## config.mk

```make
export PLATFORM = sky130hd
export DESIGN_NAME = sabcl_ctrl
export DESIGN_NICKNAME = d
export VERILOG_FILES = /design/src/design/sabcl_pkg.sv /design/src/design/sabcl_ctrl.sv
export SDC_FILE = /design/constraint.sdc
export NUM_CORES = 1
export LEC_CHECK = 0
export CAP_MARGIN = 20
export CORE_AREA = 4 4 41 43
export DETAILED_ROUTE_END_ITERATION = 6
export DIE_AREA = 0 0 45 47
export DONT_BUFFER_PORTS = 1
export GPL_TIMING_DRIVEN = 0
export PLACE_DENSITY = 0.36
export SLEW_MARGIN = 10
export SYNTH_ARGS = -nofsm -noshare
export SYNTH_HDL_FRONTEND = slang
export SYNTH_SLANG_ARGS = --single-unit
```

## constraint.sdc

```tcl
create_clock -name clk -period 1.2 [get_ports clk]
set_input_delay 0 -clock clk [delete_from_list [all_inputs] [get_ports clk]]
set_output_delay 0 -clock clk [all_outputs]
set_load 0.02 [all_outputs]
```

## src/design/sabcl_pkg.sv

```systemverilog
// Shared types, codes and defaults for the block cache lookup.
package sabcl_pkg;

	localparam int DEF_NUM_SETS  = 256;
	localparam int DEF_NUM_WAYS  = 4;
	localparam int DEF_ADDR_BITS = 32;

	localparam int FUNC_W    = 2;
	localparam int IP_W      = 32;
	localparam int WAY_IN_W  = 2;
	localparam int IDX_OUT_W = 10;
	localparam int SET_SHIFT = 3;

	localparam logic [FUNC_W-1:0] FUNC_LOOKUP = 2'd0;
	localparam logic [FUNC_W-1:0] FUNC_FILL   = 2'd1;
	localparam logic [FUNC_W-1:0] FUNC_INVAL  = 2'd2;

	typedef enum logic [2:0] {
		ST_CLR,
		ST_IDLE,
		ST_MUL,
		ST_QN,
		ST_RD,
		ST_RES
	} state_t;

	typedef struct packed {
		logic capture;
		logic mul;
		logic qn;
		logic rd;
		logic resolve;
		logic clear;
	} cmd_t;

	typedef struct packed {
		logic clr_last;
		logic out_stall;
	} stat_t;

endpackage

```

## src/design/sabcl_ctrl.sv

```systemverilog
// Sequencer for the clear pass and the per-transfer lookup steps.
module sabcl_ctrl import sabcl_pkg::*; (
	input  logic  clk,
	input  logic  arst_n,
	input  logic  req_valid,
	output logic  req_ready,
	input  stat_t stat,
	output cmd_t  cmd
);

	state_t state_q;
	state_t state_nxt;

	always_ff @(posedge clk or negedge arst_n) begin
		if (!arst_n) begin
			state_q <= ST_CLR;
		end else begin
			state_q <= state_nxt;
		end
	end

	always_comb begin
		state_nxt = state_q;
		case (state_q)
			ST_CLR: begin
				if (stat.clr_last) state_nxt = ST_IDLE;
			end
			ST_IDLE: begin
				if (req_valid) state_nxt = ST_MUL;
			end
			ST_MUL:  state_nxt = ST_QN;
			ST_QN:   state_nxt = ST_RD;
			ST_RD:   state_nxt = ST_RES;
			ST_RES: begin
				if (!stat.out_stall) state_nxt = ST_IDLE;
			end
			default: state_nxt = ST_CLR;
		endcase
	end

	always_comb begin
		cmd       = '0;
		req_ready = 1'b0;
		case (state_q)
			ST_CLR:  cmd.clear = 1'b1;
			ST_IDLE: begin
				req_ready   = 1'b1;
				cmd.capture = req_valid;
			end
			ST_MUL:  cmd.mul = 1'b1;
			ST_QN:   cmd.qn = 1'b1;
			ST_RD:   cmd.rd = 1'b1;
			ST_RES:  cmd.resolve = !stat.out_stall;
			default: cmd = '0;
		endcase
	end

endmodule

```

After elaboration in Yosys (flattened, before gate mapping)
Cells that the tools add are included.
- output and inout bits: 7
- bits in registers: 3
- word-level logic and storage cells: 23
- reductions and logical operators: 3
- equality and inequality tests: 8
- mux-type cells: 11
- operators with widths (kind ; number):
    3-bit case mux with 6 select lines ; 1
    3-bit two-way mux ; 3
    1-bit two-way mux ; 7
    3-bit by 2-bit equality test with 1-bit output (second input constant) ; 2
    3-bit equality test (second input constant) ; 2
    2-bit != test (second input constant) ; 3
    3-bit by 1-bit equality test with 1-bit output (second input constant) ; 1
    3-bit zero test ; 1
    3-bit AND reduction ; 1
    1-bit zero test ; 1

Depth between registers and ports, before layout
Gate-level depths: netlist of run 1.
- depth after elaboration: 3
- mapped depth: 4
- gate-level depth less buffers: 3

Worst setup path after synthesis of run 1
No wires, ideal clock.
- kind: register to register
- from: reg state_q[0]
- to: reg state_q[0]
- cell stages (with the launch flop): 4
- setup time: 0.150 ns
- slack: -0.121 ns
- arrival time: 1.170 ns
- path buffers: 1
- cells stage by stage: dfrtp_1 buf_6 nor3_1 a21oi_1
- word-level cells in the longest chain between the ends: 3
- elaborated cells between the ends (all ways): 11
- those cells by class: eq/ne (8); mux (1); reduce/logical (2)
- ends and longest elaborated chain (what ; line ; source):
    start: declaration ; sabcl_ctrl.sv:11 ; state_t state_q;
    start signal: assignment ; sabcl_ctrl.sv:18 ; state_q <= state_nxt;
    3-bit equality test (tied with other cells) ; sabcl_ctrl.sv:24 ; case (state_q)
    2-bit != test (no source line) ; n/a ;
    3-bit AND reduction (no source line) ; n/a ;
Parallel ways exist; a longest one is shown, timed or not.
A chain may end at the register's enable or synchronous reset.

==> flow_summary.yaml, run 1 <==
outcome:
  status: "finished, violations left"
  violations: "setup timing"
die:
  core.rowCount: 13
  initial_utilization: 0.157
  io_pins: 12
  coreArea_mm2: 0.00130
  die_w_um: 45
  dieArea_mm2: 0.00212
  dieHeight_um: 47
final_layout:
  most-common-layout-cells: "nand2b_1, a21oi_1, clkbuf_4, dlygate4sd3_1"
  antenna-diode-count: 0
  area_delta_synth_final_pct: 65.6
  fin_nets: 38
  largest_register_ffs: 3
  regMostFlops: "state_q"
  final_util: 0.260
  largestRegisters: "state_q x3"
  drive_gt1_frac: 0.500
route:
  detail_route.drc_violations: 0
  viasPerCell: 4.30
  antenna_left: 0
  drt_iter0_markers: 2
  first_pass_iters: 2
  avgRoutedWirePerCell_um: 11.5
  vias: 202
  drt_wl_total_um: 542
worst_setup_path:
  reg2reg_slack_ns: 0
  worstSetupEndpointType: "output pin"
  critPathTopFamily: "simple AND/OR/NAND/NOR gates"
  reg2reg_to: "state_q[0]"
  crit_start: "state_q[1]"
  crit_end: "cmd[5]"
  crit_type: "flip-flop to output pin"
  critical-path-slowest-cell: "dfrtp_2"
  crit_path_cell_trace: "nand2b_4 > nor2_4 > and2_4"
  r2r_cells: 3
  crit_path_start_kind: "flip-flop"
  worstReg2RegStart: "state_q[0]"
  crit_cells: 3
  crit_required_ns: 1.20
  critPathBufInv: 0
  crit_fanout: 5
  cp_data_arrival_time_ns: 1.24
  critPathMaxStageDelay_ns: 0.44
clock_network:
  clockBufferDepth: 2
  path_clk_slew_ns: 0.04
  cts_made_buffers: 3
  cts_max_level: 1
  clk_latency_ns: 0.24
  root_buffer: "clkbuf_4"
  clock_sinks: 3
  cts_tree: "yes"
hold_path:
  hp-class: "input port to async pin"
synth:
  synth_area_um2: 204
  syn_inst: 24
  ys_ff_latch: 3
  yosysWarnings: 0
  synthesis.nets: 29
  synth_area_leader_cell: "dfrtp_1"
  syn_area_per_cell_um2: 8.50
  synth.distinct_cells: 14
  synth.area.top_cells: "dfrtp_1, nand2b_1, a21oi_1"
  synth_seq_area_share: 0.368
  yosysTopAreaCellShare: 0.368
global_route:
  grt_pass1_wl_um: 828
  grt_max_degree: 11
  antenna_found_initial: 0
  grt_overflow: 0
  grt_use_total: 0.0625
  grt_pass1_vias: 218
timing:
  fin_crit_ns: 1.24
  fin_skew_ns: 0.000869
  timing.final.crit_share: 1.03
  relSlewSlack: 0.706
  fin_setup_tns_ns: -0.0387
  finalHoldViolCount: 0
  worstMarginPinSlew_ns: 0.439
  finalWorstSetupSlack_ns: -0.0383
  finalSetupViolCount: 2
  max_freq_mhz: 808
  maxSlewViolCount: 0
  rsz0062_at_grt: "yes"
power:
  cellLeakagePower_nw: 0.135
  pwr_density_cell_mw_per_mm2: 3030
  ir_drop_mv: 0.853
placed_design:
  port-buffer-count: 0
  dp_hpwl_um: 371
  gp_congestion: 0.645
flow_run:
  cap_violations: 0
==> per-layer routing <==
metal,share of wire,global-route usage
met1,0.35,0.0501
met2,0.53,0.0904
met3,0.065,0.0268
met4,0.050,0.105
met5,0,0
==> final cells by class <==
type	instances	area [µm²]
Tap cell	15	18.8
Buffer	2	16.3
Timing Repair Buffer	4	37.5
Inverter	2	7.51
Clock buffer	4	26.3
Fill cell	153	963
Sequential cell	3	76.3
Multi-Input combinational cell	17	155
==> cell usage after synthesis <==
master / count
nor2_1: 2
a21oi_1: 3
and2_1: 1
dfrtp_1: 3
buf_6: 1
nor3_1: 2
buf_2: 1
nand2b_1: 4
inv_2: 1
nand3_1: 1
nor3b_2: 1
inv_1: 1
nor3b_1: 2
a31o_1: 1
==> through the flow <==
step | power [mW] | worst slack (ns) | hold slack [ns] | instance area (µm²) | std cells
6_report | 1.02 | -0.0383 | 0.0113 | 338 | 47
5_1_grt | 1.10 | -0.0890 | 0.0275 | 338 | 47
4_1_cts | 0.871 | -0.193 | 0.0124 | 293 | 46
3_5_place_dp | 0.655 | -0.0529 | -0.296 | 228 | 39
3_3_place_gp | 0.656 | -0.0639 | -0.296 | 228 | 39
2_1_floorplan | 0.591 | 0.0257 | -0.296 | 209 | 24
==> worst min-delay path by stage <==
stage               startpoint          to  slack (ns)  cells past startpoint
finish                  arst_n  state_q[0]        0.01                      1
global route            arst_n  state_q[1]        0.03                      1
CTS                     arst_n  state_q[1]        0.01                      1
detailed placement      arst_n  state_q[2]       -0.30                      0
global placement        arst_n  state_q[2]       -0.30                      0
floorplan               arst_n  state_q[0]       -0.30                      0
==> worst register-to-register path: stages, from the launching register on <==
cell and delay, ns:
dfrtp_1 0.36, buf_6 0.14, nor3_2 0.41, a21oi_1 0.15
==> what timing repair did <==
item,4_1_cts,5_1_grt
pin swaps,0,2
setup buffers,0,1
hold endpoints to repair,5,0
cloned,0,0
hold buffers,3,0
resized for setup,3,8
endpoints found under the setup margin,6,7
==> power breakdown <==
| part | switching, mW | internal [mW] |
|---|---|---|
| Clock | 0.0593 | 0.125 |
| Combinational | 0.385 | 0.263 |
| Sequential | 0.0410 | 0.152 |
| Total | 0.485 | 0.540 |
==> kinds of logic (layout without fill, tap and decap cells) <==
| family | after synthesis | count (layout) | synth area share |
|---|---|---|---|
| buf+inv | 4 | 12 | 0.117 |
| flops | 3 | 3 | 0.368 |
| simple gates | 13 | 13 | 0.399 |
| compound gates | 4 | 4 | 0.117 |
Note: power is estimated with default switching activity, not from simulation.
==> inputs of run 2 (changes only) <==
--- a/config.mk
+++ b/config.mk
@@ -7,2 +7,3 @@
 export LEC_CHECK = 0
+export BUFFER_PORTS_ARGS = -buffer_cell sky130_fd_sc_hd__clkbuf_2
 export CAP_MARGIN = 20
@@ -11,5 +12,4 @@
 export DIE_AREA = 0 0 45 47
-export DONT_BUFFER_PORTS = 1
 export GPL_TIMING_DRIVEN = 0
-export PLACE_DENSITY = 0.36
+export PLACE_DENSITY = 0.44
 export SLEW_MARGIN = 10
==> constraint.sdc (replaced) <==
create_clock -name clk -period 1.2 [get_ports clk]
set_input_delay 0.18 -clock clk [delete_from_list [all_inputs] [get_ports clk]]
set_output_delay 0.18 -clock clk [all_outputs]
set_load 0.02 [all_outputs]
==> run 2 against run 1 <==
The flow still finishes with violations (setup timing). Non-clock buffer count is 13 higher. Sequential share of layout area fell by 5.4 points. Sequential power increased by 2%. Clock skew is 0.00072 ns higher. Setup slack worse by 0.10 ns. Die area unchanged. Largest cell class is now buffers. Highest routed layer is now met3.
==> flow_summary.yaml, run 2 (synthesis results as in run 1) <==
timing:
  maxSlewViolCount: 0
  hold-worst-slack_ns: 0.154
  max_freq_mhz: 746
  fin_crit_ns: 1.34
  finalSetupViolCount: 7
  finalWorstSetupSlack_ns: -0.140
  fin_skew_ns: 0.00159
  fin_setup_tns_ns: -0.687
  timing.final.crit_share: 1.12
  worstMarginPinSlew_ns: 0.179
  finalHoldViolCount: 0
  rsz0062_at_grt: "yes"
  relSlewSlack: 0.880
clock_network:
  clk_latency_ns: 0.24
  cts_tree: "yes"
  cts_made_buffers: 3
  root_buffer: "clkbuf_4"
  clock_sinks: 3
  path_clk_slew_ns: 0.04
  clockBufferDepth: 2
  cts_max_level: 1
hold_path:
  hold_depth: 3
  worstHoldStart: "stat[1]"
  hp-class: "input port to flip-flop"
global_route:
  grt_pass1_wl_mm: 1.03
  antenna_found_initial: 0
  grt_use_met2: 0.0960
  grt_pass1_vias: 230
  grt_overflow: 0
  grt_max_degree: 10
  grtUsageMet1: 0.0824
  met3_usage: 0.0843
  busiest_layer: "met2"
  grt_use_total: 0.0752
placed_design:
  dp_hpwl_um: 387
  port-buffer-count: 11
  post_dp_cell_area_um2: 290
  dp.cells: 50
  gp_congestion: 0.626
route:
  detail_route.drc_violations: 0
  viasPerCell: 4.03
  avgRoutedWirePerCell_um: 11.3
  vias: 242
  drt_iter0_markers: 4
  antenna_left: 0
  drt_wl_total_um: 679
  first_pass_iters: 3
final_layout:
  fin_area_um2: 444
  largest_register_ffs: 3
  most-common-layout-cells: "buf_4, buf_6, clkbuf_4, clkbuf_2, nand2b_1"
  regMostFlops: "state_q"
  area_delta_synth_final_pct: 118
  largestRegisters: "state_q x3"
  drive_gt1_frac: 0.689
  fin_nets: 51
  antenna-diode-count: 0
  finalNonFillerCells: 60
  n_fill_cell: 143
  final_common_cell: "buf_4"
power:
  ir_drop_mv: 1.31
  pwr_density_cell_mw_per_mm2: 2990
  cellLeakagePower_nw: 0.204
flow_run:
  cap_violations: 0
worst_setup_path:
  worstSetupEndpointType: "output pin"
  crit_path_start_kind: "flip-flop"
  r2r_cells: 4
  crit_type: "flip-flop to output pin"
  cp_data_arrival_time_ns: 1.16
  crit_required_ns: 1.02
  crit_start: "state_q[0]"
  worstReg2RegStart: "state_q[0]"
  crit_fanout: 5
die:
  coreArea_mm2: 0.00130
  core.rowCount: 13
  initial_utilization: 0.157
  die_w_um: 45
  dieHeight_um: 47
  io_pins: 12
  dieArea_mm2: 0.00212
outcome:
  status: "finished, violations left"
  violations: "setup timing"
==> run 2: area by class of cell <==
type	instances	area, µm²	area share
sequential	3	76.3	0.172
buffer	2	22.5	0.0507
tap	15	18.8	0.0423
inverter	2	7.51	0.0169
multi-input combinational	17	154	0.346
clock buffer	4	26.3	0.0592
timing repair buffer	17	139	0.313
==> run 2: timing repair <==
action | 4_1_cts | 5_1_grt
setup buffers | 4 | 0
hold endpoints to repair | 3 | 0
endpoints found under the setup margin | 7 | 7
cloned | 0 | 1
gates resized for setup | 15 | 11
pin swaps | 2 | 2
hold buffers | 1 | 0
==> run 2: final timing paths <==
| check | end | slack, ns |
|---|---|---|
| max | cmd[2] | -0.14 |
| max in group asynchronous | state_q[1] | 0.81 |
| min | state_q[0] | 0.15 |
| max reg2reg | state_q[2] | 0.09 |
| min in group asynchronous | state_q[2] | 0.27 |
| min reg2reg | state_q[2] | 0.68 |
==> run 2: routing by layer <==
metal,share of wire,wire length [µm]
met1,0.44,301
met2,0.40,269
met3,0.16,109
met4,0,0
met5,0,0
==> run 2: power breakdown <==
part | internal [mW] | switching, mW | leakage, nW
Sequential | 0.153 | 0.0448 | 0.0360
Combinational | 0.494 | 0.453 | 0.153
Clock | 0.125 | 0.0574 | 0.0150
==> run 2: through the flow <==
stage                util  total power, mW  worst slack [ns]
floorplan               -            0.607           -0.0662
global placement    0.223            0.760          -0.00116
detailed placement  0.223            0.759         -0.000848
CTS                 0.318             1.22            -0.162
global route        0.341             1.42            -0.219
finish              0.341             1.33            -0.140
==> run 2: critical path, stage by stage, from the launching register on <==
cell,delay [ns]
dfrtp_1,0.39
buf_6,0.15
nor3b_1,0.19
clkbuf_4,0.20
